File: config.mk
export PLATFORM = sky130hd
export DESIGN_NAME = ultrasonic_range_filter
export DESIGN_NICKNAME = d
export VERILOG_FILES = /design/src/rtl/core/url_pkg.sv /design/src/rtl/core/url_front.sv /design/src/rtl/core/url_queue.sv /design/src/rtl/core/url_back.sv /design/src/rtl/core/ultrasonic_range_filter.sv
export SDC_FILE = /design/constraint.sdc
export NUM_CORES = 2
export LEC_CHECK = 0
export BUFFER_PORTS_ARGS = -buffer_cell sky130_fd_sc_hd__buf_2
export CAP_MARGIN = 5
export CORE_MARGIN = 2
export CORE_UTILIZATION = 41
export CTS_CLUSTER_DIAMETER = 80
export DETAILED_ROUTE_END_ITERATION = 7
export SYNTH_ARGS = -nofsm -noshare
export SYNTH_HDL_FRONTEND = slang
export SYNTH_SLANG_ARGS = --single-unit
File: constraint.sdc
create_clock -name i_clk -period 23.2 [get_ports i_clk]
set_input_delay 3.48 -clock i_clk [delete_from_list [all_inputs] [get_ports i_clk]]
set_output_delay 3.48 -clock i_clk [all_outputs]
set_load 0.005 [all_outputs]
File: src/rtl/core/url_pkg.sv
package url_pkg;

    // Input request: one edge of the echo pin.
    typedef struct packed {
        logic        echo_level;
        logic [31:0] timestamp_us;
    } t_in_item;

    // Range events reported with each result.
    typedef enum logic [1:0] {
        EV_NONE  = 2'd0,
        EV_CLOSE = 2'd1,
        EV_FAR   = 2'd2
    } t_range_event;

    // Result request: event and filtered distance.
    typedef struct packed {
        t_range_event range_event;
        logic [31:0]  distance_q16;
    } t_out_item;

    // Classified edge handed from the front end to the back end.
    typedef struct packed {
        logic        is_rise;
        logic [31:0] tof;
    } t_q_entry;

    // Configuration as the back end sees it, with the band bounds precomputed.
    typedef struct packed {
        logic [31:0] scale_q32;
        logic [23:0] bias_q16;
        logic [31:0] miss_thresh_q16;
        logic        band_lo_neg;
        logic [23:0] band_lo;
        logic [24:0] band_hi;
    } t_cfg;

    // Queue status flags.
    typedef struct packed {
        logic empty;
        logic full;
    } t_q_status;

    // Register indexes.
    localparam logic [2:0] CFG_SCALE       = 3'd0;
    localparam logic [2:0] CFG_BIAS        = 3'd1;
    localparam logic [2:0] CFG_MISS_THRESH = 3'd2;
    localparam logic [2:0] CFG_CLOSE_THRESH = 3'd3;
    localparam logic [2:0] CFG_CLOSE_TOL   = 3'd4;

    // Register reset values.
    localparam logic [31:0] SCALE_RESET        = 32'd28927163;
    localparam logic [23:0] BIAS_RESET         = 24'd15688;
    localparam logic [31:0] MISS_THRESH_RESET  = 32'd7864320;
    localparam logic [23:0] CLOSE_THRESH_RESET = 24'd786432;
    localparam logic [23:0] CLOSE_TOL_RESET    = 24'd65536;

    // Depth of the queue between front and back end.
    localparam int Q_DEPTH = 2;

endpackage

File: src/rtl/core/url_front.sv
module url_front
    import url_pkg::*;
(
    input  logic      i_clk,
    input  logic      i_rst_n,
    input  logic      i_valid,
    input  t_in_item  i_in_item,
    output logic      o_stall,
    input  t_q_status i_q_status,
    output logic      o_push,
    output t_q_entry  o_entry
);

    logic [31:0] r_rise_time;
    logic [31:0] n_rise_time;

    // Accept whenever the queue has room.
    assign o_stall = i_q_status.full;
    assign o_push  = i_valid && !i_q_status.full;

    // Classify the edge and work out the time of flight modulo 2^32.
    always_comb begin
        n_rise_time = r_rise_time;
        if (o_push && i_in_item.echo_level) begin
            n_rise_time = i_in_item.timestamp_us;
        end
        o_entry.is_rise = i_in_item.echo_level;
        o_entry.tof     = i_in_item.timestamp_us - r_rise_time;
    end

    // Timestamp of the latest rising edge.
    always_ff @(posedge i_clk) begin
        if (!i_rst_n) begin
            r_rise_time <= '0;
        end else begin
            r_rise_time <= n_rise_time;
        end
    end

endmodule

File: src/rtl/core/url_queue.sv
module url_queue
    import url_pkg::*;
#(
    parameter int DEPTH = Q_DEPTH
) (
    input  logic      i_clk,
    input  logic      i_rst_n,
    input  logic      i_push,
    input  t_q_entry  i_entry,
    input  logic      i_pop,
    output t_q_entry  o_entry,
    output t_q_status o_status
);

    localparam int PW = (DEPTH > 1) ? $clog2(DEPTH) : 1;
    localparam int CW = $clog2(DEPTH + 1);
    localparam logic [PW-1:0] LAST_PTR = PW'(DEPTH - 1);
    localparam logic [CW-1:0] FULL_CNT = CW'(DEPTH);

    t_q_entry      r_mem [DEPTH];
    logic [PW-1:0] r_wr_ptr;
    logic [PW-1:0] r_rd_ptr;
    logic [CW-1:0] r_count;
    logic [PW-1:0] n_wr_ptr;
    logic [PW-1:0] n_rd_ptr;
    logic [CW-1:0] n_count;

    assign o_status.empty = (r_count == '0);
    assign o_status.full  = (r_count == FULL_CNT);
    assign o_entry        = r_mem[r_rd_ptr];

    // Pointer and fill count update.
    always_comb begin
        n_wr_ptr = r_wr_ptr;
        n_rd_ptr = r_rd_ptr;
        n_count  = r_count;
        if (i_push) begin
            n_wr_ptr = (r_wr_ptr == LAST_PTR) ? '0 : r_wr_ptr + 1'b1;
        end
        if (i_pop) begin
            n_rd_ptr = (r_rd_ptr == LAST_PTR) ? '0 : r_rd_ptr + 1'b1;
        end
        if (i_push && !i_pop) begin
            n_count = r_count + 1'b1;
        end else if (!i_push && i_pop) begin
            n_count = r_count - 1'b1;
        end
    end

    always_ff @(posedge i_clk) begin
        if (!i_rst_n) begin
            r_wr_ptr <= '0;
            r_rd_ptr <= '0;
            r_count  <= '0;
        end else begin
            r_wr_ptr <= n_wr_ptr;
            r_rd_ptr <= n_rd_ptr;
            r_count  <= n_count;
        end
    end

    // Entry storage.
    always_ff @(posedge i_clk) begin
        if (i_push) begin
            r_mem[r_wr_ptr] <= i_entry;
        end
    end

endmodule

File: src/rtl/core/url_back.sv
module url_back
    import url_pkg::*;
(
    input  logic      i_clk,
    input  logic      i_rst_n,
    input  t_cfg      i_cfg,
    input  logic      i_q_valid,
    input  t_q_entry  i_q_entry,
    output logic      o_q_pop,
    output logic      o_valid,
    output t_out_item o_out_item,
    input  logic      i_stall
);

    logic         w_en;

    // Stage 1: product of scale and time of flight.
    logic         r_s1_valid;
    logic         r_s1_rise;
    logic [63:0]  r_s1_prod;

    // Stage 2: converted sample and miss check.
    logic         r_s2_valid;
    logic         r_s2_fall;
    logic         r_s2_keep;
    logic [31:0]  r_s2_sample;
    logic [48:0]  w_sample;

    // Stage 3: filter, hysteresis and result register.
    logic         r_s3_valid;
    t_out_item    r_out;
    logic [31:0]  r_filt;
    logic         r_near;
    logic [31:0]  n_filt;
    logic         n_near;
    t_range_event n_event;
    logic [32:0]  w_sum;

    // The whole pipeline advances unless a finished result is held off.
    assign w_en    = !r_s3_valid || !i_stall;
    assign o_q_pop = w_en && i_q_valid;

    always_ff @(posedge i_clk) begin
        if (!i_rst_n) begin
            r_s1_valid <= 1'b0;
            r_s2_valid <= 1'b0;
            r_s3_valid <= 1'b0;
        end else if (w_en) begin
            r_s1_valid <= i_q_valid;
            r_s2_valid <= r_s1_valid;
            r_s3_valid <= r_s2_valid;
        end
    end

    // Multiply stage.
    always_ff @(posedge i_clk) begin
        if (w_en) begin
            r_s1_rise <= i_q_entry.is_rise;
            r_s1_prod <= 64'(i_q_entry.tof) * 64'(i_cfg.scale_q32);
        end
    end

    // Truncate to Q16, add the offset and compare against the miss threshold.
    assign w_sample = {1'b0, r_s1_prod[63:16]} + {25'd0, i_cfg.bias_q16};

    always_ff @(posedge i_clk) begin
        if (w_en) begin
            r_s2_fall   <= !r_s1_rise;
            r_s2_keep   <= !r_s1_rise && (w_sample <= {17'd0, i_cfg.miss_thresh_q16});
            r_s2_sample <= w_sample[31:0];
        end
    end

    // Mean filter and hysteresis on the resulting distance.
    assign w_sum = {1'b0, r_filt} + {1'b0, r_s2_sample};

    always_comb begin
        n_filt  = r_s2_keep ? w_sum[32:1] : r_filt;
        n_near  = r_near;
        n_event = EV_NONE;
        if (r_s2_fall) begin
            if (!i_cfg.band_lo_neg && (n_filt < {8'd0, i_cfg.band_lo}) && !r_near) begin
                n_near  = 1'b1;
                n_event = EV_CLOSE;
            end else if ((n_filt > {7'd0, i_cfg.band_hi}) && r_near) begin
                n_near  = 1'b0;
                n_event = EV_FAR;
            end
        end
    end

    always_ff @(posedge i_clk) begin
        if (!i_rst_n) begin
            r_filt <= '0;
            r_near <= 1'b0;
        end else if (w_en && r_s2_valid) begin
            r_filt <= n_filt;
            r_near <= n_near;
        end
    end

    always_ff @(posedge i_clk) begin
        if (w_en) begin
            r_out.range_event  <= n_event;
            r_out.distance_q16 <= n_filt;
        end
    end

    assign o_valid    = r_s3_valid;
    assign o_out_item = r_out;

endmodule

File: src/rtl/core/ultrasonic_range_filter.sv
// Ultrasonic echo ranging with a mean filter and close/far hysteresis.
// Each result passes through the queue and then the three back-end stages.
// Throughput: one edge per cycle unless the output is stalled, set by the three-stage back-end pipeline.
// An output stall freezes the back end; the two-entry queue keeps accepting until full.
// Reset (synchronous, active low) clears rise time, queue, pipeline valid flags,
// filter and near flag and loads the register defaults.
module ultrasonic_range_filter
    import url_pkg::*;
#(
    parameter int QUEUE_DEPTH = Q_DEPTH
) (
    input  logic      i_clk,
    input  logic      i_rst_n,
    input  logic      i_valid,
    input  t_in_item  i_in_item,
    output logic      o_stall,
    output logic      o_valid,
    output t_out_item o_out_item,
    input  logic      i_stall,
    input  logic      i_cfg_we,
    input  logic [2:0]  i_cfg_index,
    input  logic [31:0] i_cfg_data
);

    logic [31:0] r_scale;
    logic [23:0] r_bias;
    logic [31:0] r_miss;
    logic [23:0] r_close_thresh;
    logic [23:0] r_close_tol;

    t_cfg        w_cfg;
    logic [24:0] w_lo;
    t_q_status   w_q_status;
    t_q_entry    w_push_entry;
    t_q_entry    w_pop_entry;
    logic        w_push;
    logic        w_pop;

    // Configuration register writes.
    always_ff @(posedge i_clk) begin
        if (!i_rst_n) begin
            r_scale        <= SCALE_RESET;
            r_bias         <= BIAS_RESET;
            r_miss         <= MISS_THRESH_RESET;
            r_close_thresh <= CLOSE_THRESH_RESET;
            r_close_tol    <= CLOSE_TOL_RESET;
        end else if (i_cfg_we) begin
            unique case (i_cfg_index)
                CFG_SCALE:        r_scale        <= i_cfg_data;
                CFG_BIAS:         r_bias         <= i_cfg_data[23:0];
                CFG_MISS_THRESH:  r_miss         <= i_cfg_data;
                CFG_CLOSE_THRESH: r_close_thresh <= i_cfg_data[23:0];
                CFG_CLOSE_TOL:    r_close_tol    <= i_cfg_data[23:0];
                default: begin
                end
            endcase
        end
    end

    // Hysteresis band bounds; the lower one may fall below zero.
    assign w_lo                  = {1'b0, r_close_thresh} - {1'b0, r_close_tol};
    assign w_cfg.scale_q32       = r_scale;
    assign w_cfg.bias_q16        = r_bias;
    assign w_cfg.miss_thresh_q16 = r_miss;
    assign w_cfg.band_lo_neg     = (r_close_tol > r_close_thresh);
    assign w_cfg.band_lo         = w_lo[23:0];
    assign w_cfg.band_hi         = {1'b0, r_close_thresh} + {1'b0, r_close_tol};

    url_front u_front (
        .i_clk      (i_clk),
        .i_rst_n    (i_rst_n),
        .i_valid    (i_valid),
        .i_in_item  (i_in_item),
        .o_stall    (o_stall),
        .i_q_status (w_q_status),
        .o_push     (w_push),
        .o_entry    (w_push_entry)
    );

    url_queue #(
        .DEPTH (QUEUE_DEPTH)
    ) u_queue (
        .i_clk    (i_clk),
        .i_rst_n  (i_rst_n),
        .i_push   (w_push),
        .i_entry  (w_push_entry),
        .i_pop    (w_pop),
        .o_entry  (w_pop_entry),
        .o_status (w_q_status)
    );

    url_back u_back (
        .i_clk      (i_clk),
        .i_rst_n    (i_rst_n),
        .i_cfg      (w_cfg),
        .i_q_valid  (!w_q_status.empty),
        .i_q_entry  (w_pop_entry),
        .o_q_pop    (w_pop),
        .o_valid    (o_valid),
        .o_out_item (o_out_item),
        .i_stall    (i_stall)
    );

    // A close event always reports a distance below the band center.
    a_close_below: assert property (@(posedge i_clk) disable iff (!i_rst_n)
        (o_valid && o_out_item.range_event == EV_CLOSE)
            |-> (o_out_item.distance_q16 < {8'd0, r_close_thresh}))
        else $error("close event above band center");

    // A far event always reports a distance above the band center.
    a_far_above: assert property (@(posedge i_clk) disable iff (!i_rst_n)
        (o_valid && o_out_item.range_event == EV_FAR)
            |-> (o_out_item.distance_q16 > {8'd0, r_close_thresh}))
        else $error("far event below band center");

    // The queue can only become full after a request was accepted.
    a_full_after_push: assert property (@(posedge i_clk) disable iff (!i_rst_n)
        $rose(o_stall) |-> $past(i_valid))
        else $error("queue filled without a request");

    // The queue never pops while empty.
    a_no_empty_pop: assert property (@(posedge i_clk) disable iff (!i_rst_n)
        w_pop |-> !w_q_status.empty)
        else $error("pop from empty queue");

endmodule
* Word-level counts from Yosys, hierarchy flattened
Memory sizes are Yosys's and may differ from the RTL's. A register that Yosys moved wholly into a read port is not among the register bits.
Index checks and enable logic that the tools add are counted.
** Cells by class
- Bitwise operators :: 1
- $add $sub $neg :: 9
- Eq/ne operators :: 5
- Reduce and logical (&&, ||, !) cells :: 31
- Multiplexer cells :: 13
- Multiply operators :: 1
- Order comparisons :: 4
** Operator list (number)
- multiplier 32 x 32 -> 64 bit :: 1
- adder 48 x 24 -> 49 bit :: 1
- less-or-equal comparator 49 x 32 -> 1 bit :: 1
- adder 32 x 32 -> 33 bit :: 1
- > comparator 32 x 25 -> 1 bit :: 1
- < comparator 32 x 24 -> 1 bit :: 1
- 2-to-1 mux 32 bit :: 1
- subtractor 32 bit :: 1
- adder 24 x 24 -> 25 bit :: 1
- > comparator 24 bit :: 1
- subtractor 24 bit :: 1
- logical AND 1 bit :: 10
- AND reduction 2 bit :: 5
- logical NOT 1 bit :: 9
- 2-to-1 mux 1 bit :: 9
- == test 3 x 2 -> 1 bit (second input constant) :: 2
- 2-to-1 mux 2 bit :: 3
- nonzero test 2 bit :: 2
- == test 3 x 1 -> 1 bit (second input constant) :: 1
- == test 3 bit (second input constant) :: 1
- logical NOT 3 bit :: 1
- AND reduction 3 bit :: 1
- adder 1 bit (second input constant) :: 2
- adder 2 x 1 -> 2 bit (second input constant) :: 1
- 6 further kinds :: 6
** Storage, ports and cells
- Bits of input ports :: 73
- Logic and storage cells :: 87
- RAM bits :: 66
- Output and inout bits :: 36
- Bits in registers :: 341
- Memories :: 1
** Memory list
- u_queue.r_mem :: depth 2, bits a word 33, rd ports 1, clocked after memory_dff 1, write ports 1, line url_queue.sv:20 : t_q_entry r_mem [DEPTH];

* Longest topological paths before layout
- Depth after elaboration :: 7
- Gate-level depth with buffers :: 32
- Gate-level depth less buffers :: 29

* By module
A second synthesis with hierarchy kept.
** Second synthesis, totals
- Cells, all modules :: 6117
- Area, all modules :: 55983.7 um^2
** By module, submodules not included
- url_back :: seq. area each 4234.1 um^2, instances 1, area each 42867.4 um^2, cells an instance 4619
- ultrasonic_range_filter :: seq. area each 2722.6 um^2, instances 1, area each 7524.7 um^2, cells an instance 962
- url_front :: seq. area each 640.6 um^2, instances 1, area each 2999.1 um^2, cells an instance 411
- url_queue :: seq. area each 2082.0 um^2, instances 1, area each 2592.5 um^2, cells an instance 125

* Worst setup path after synthesis
No wires, ideal clock.
- Kind :: register to register
- Start :: reg with a tool-made name
- End :: reg u_back.r_s1_prod[63] (data pin)
- Data arrival time :: 7.842 ns
- Clock period less this slack :: 8.102 ns
- Cell stages (with the launch flop) :: 29
- Buffers on the path :: 3
- Library setup time :: 0.260 ns
- Data required time :: 22.940 ns
- Setup slack :: 15.098 ns
- Path through :: dfxtp_1 > buf_2 > clkbuf_1 > mux2_2 > clkbuf_1 > and2_1 > fa_1 > fa_1 > inv_1 > fa_1 > fa_1 > fa_1 > inv_1 > fa_1 > fa_1 > fa_1 > ha_1 > a21o_1 > a21oi_1 > o21ai_0 > a21o_1 > a21oi_1 > o22ai_1 > o211ai_1 > o211ai_1 > a21o_1 > a311o_1 > a21oi_1 > xnor2_1
** RTL lines
- end signal, assigned :: line url_back.sv:59 : r_s1_prod <= 64'(i_q_entry.tof) * 64'(i_cfg.scale_q32);
- end, declared :: line url_back.sv:20 : logic [63:0] r_s1_prod;

==> results.tsv <==
metric	value	unit
Slew Limit Fails	0	
Sink Count	392	
syn_nets	7341	
largest cells by area after synthesis	fa_1 33%, ha_1 11%, edfxtp_1 10%, dfxtp_1 7.7%, inv_1 7.0%	
post-synth top area share	0.3324	
CP Launch Type	flip-flop	
Seq/Total Area, Yosys	0.1786	
share of cells above drive strength 1	0.05786	
ys flop type	dfxtp_1	
initial DRC count	2486	
Synth warnings	0	
CTS tree	done	
number of synthesized flops with an enable pin	183	
die height	367.6	um
GPL Wtd Cong	0.8938	
number of buffers created by CTS	45	
total negative slack	0	ps
H-tree depth	2	
commonest non-fill, non-tap cells in the layout	1,012 x inv_1, 910 x nand2_1, 900 x fa_1	
Core Area	131300	um2
DIE AREA	135100	um2
mean post-synth cell area	9.199	um2
DR WL/cell	19.36	um
via count	39536	
RSZ-0062 raised after global routing	no	
clock buffer depth	3	
Final Cycle Share	0.4077	
Yosys top cell by area	fa_1	
Tmin final	9458	ps
first-pass GRT wire length	235.0	mm
final hold violations	0	
Post-DP HPWL	112.2	mm
post-CTS setup buffers	0	
largest net degree at the start of global routing	108	
reg2reg path depth	24	
Die Width	367.6	um
IO Pins	109	
most common cell after layout, fill and taps aside	inv_1	
Setup Skew	29.13	ps
Final ANT Viol Nets	0	
Max-slew headroom	0.1542	
Port Buf Inserts	108	
# hold bufs at CTS	0	
P&R area growth vs syn	6.759	%
FMAX	105.7	MHz
Worst-Skew Late Latency	600	ps
Distinct cells, synth	77	
crit path DAT	9780	ps
crit end category	flip-flop	
Syn Std Cell Area	54200	um2
Post-Syn Instances	5892	
kind of critical path	flip-flop to flip-flop	
Clock Tree Root	clkbuf_16	
DR vias/cell	5.191	
HP Class	flip-flop to flip-flop	
max_cap viols	0	
vias in the first global route	41763	
GRT Resource Usage Total	0.2207	
Reg clk slew, reported paths	60	ps
hold depth	2	
nets@finish	7271	
gr ovfl total	0	
DR pass1 iterations	8	
final WL	147.5	mm
final setup fails	0	
slew at the pin closest to its max-slew limit	1269	ps
WP data required	23520	ps
initial antenna violation count	3	
worst-path fanout max	33	
ys async rst share	0	
post-CTS sizing	0	
Starting Density	0.4128	
status	finished, final reports clean	
DRC	0	
Seq cells post-synth	392	
number of cell rows	133	
==> critical path, cell delays in order (launching register included) <==
cell,delay [ps]
dfxtp_1,310
buf_4,410
mux2_2,730
and2_1,340
fa_1,500
inv_1,50
fa_1,500
fa_1,460
fa_1,580
inv_1,70
fa_1,480
fa_1,580
fa_1,430
fa_1,400
ha_1,370
a21oi_1,400
o21ai_0,160
a31oi_1,470
o22ai_1,490
o211ai_1,310
o211ai_1,230
a21o_1,250
a311o_1,340
a21oi_1,180
xnor2_1,80
==> metrics by stage <==
step,setup slack (ps),instance area [um2],util,std cells,hold WS [ps]
2_1_floorplan,15100,54200,-,5892,436.3
3_3_place_gp,13900,56360,0.4292,7530,442.0
3_5_place_dp,13800,56360,0.4292,7530,446.3
4_1_cts,13750,57860,0.4407,7614,454.6
5_1_grt,13380,57860,0.4407,7614,471.8
6_report,13740,57860,0.4407,7616,452.0
==> state kept, by name, summed over array words and instances (netlist names), 32 cells and up, named ones only <==
| signal | count |
|---|---|
| r_miss | 32 |
| r_scale | 32 |
| u_back.o_out_item | 34 |
| u_back.r_filt | 32 |
| u_back.r_s1_prod | 48 |
| u_back.r_s2_sample | 32 |
| u_front.r_rise_time | 32 |
| u_queue.r_mem | 66 |
==> layer usage <==
layer | part of all wire | global-route usage
met1 | 0.43 | 0.2911
met5 | 0 | 0
met3 | 0.048 | 0.02078
met4 | 0.028 | 0.06211
met2 | 0.49 | 0.3849
==> cell type report <==
| cell class | count | area [um2] |
|---|---|---|
| sequential | 392 | 9696 |
| fill | 12676 | 73430 |
| clock inverter | 31 | 312.8 |
| tap | 1755 | 2196 |
| clock buffer | 53 | 1187 |
| antenna | 2 | 5.005 |
| inverter | 1013 | 3807 |
| timing repair buffer | 169 | 998.5 |
| multi-input combinational | 4201 | 39660 |
==> cells by family after synthesis <==
kind of cell / Yosys count / synth area share
adder cells (fa/ha/maj): 1376 / 0.4423
XOR/XNOR: 168 / 0.02715
AO/OA/AOI/OAI: 704 / 0.08142
flip-flops: 392 / 0.1786
multiplexers: 59 / 0.01210
buffers and inverters: 1299 / 0.08999
AND/OR/NAND/NOR: 1894 / 0.1685
==> path summary, 6_finish.rpt <==
path / from / endpoint / slack [ps]
setup / recovery: flip-flop / u_back.r_s1_prod[63]$_DFFE_PN_ / 13740
hold / removal: u_front.r_rise_time[28]$_SDFFE_PN0P_ / u_front.r_rise_time[28]$_SDFFE_PN0P_ / 450
setup reg to reg: flip-flop / u_back.r_s1_prod[63]$_DFFE_PN_ / 13740
hold reg to reg: u_front.r_rise_time[28]$_SDFFE_PN0P_ / u_front.r_rise_time[28]$_SDFFE_PN0P_ / 450
==> synthesized netlist by cell type (5+ instances only) <==
library cell / number
a211oi_1: 15
clkbuf_1: 280
inv_1: 1012
ha_1: 476
fa_1: 900
nand3_1: 56
or3_1: 11
a221oi_1: 8
nor2b_1: 32
mux2i_1: 7
o21bai_1: 25
or2_2: 9
nand2_1: 911
o21a_1: 23
a21boi_0: 9
dfxtp_1: 209
o211ai_1: 19
nand4_1: 27
a21o_1: 96
xnor2_1: 116
a31oi_1: 16
o21ai_0: 80
buf_1: 5
nor2_1: 143
nor4_1: 8
a21oi_1: 324
and3_1: 27
and4_1: 9
nand2b_1: 28
mux2_2: 52
a211o_1: 5
nor3_1: 39
o31ai_1: 9
and2_1: 581
xor2_1: 52
edfxtp_1: 183
o2bb2ai_1: 5
Power is left out: the tool's default activity adds up to more than one toggle a clock period on the data nets, which glitch-free logic cannot reach.
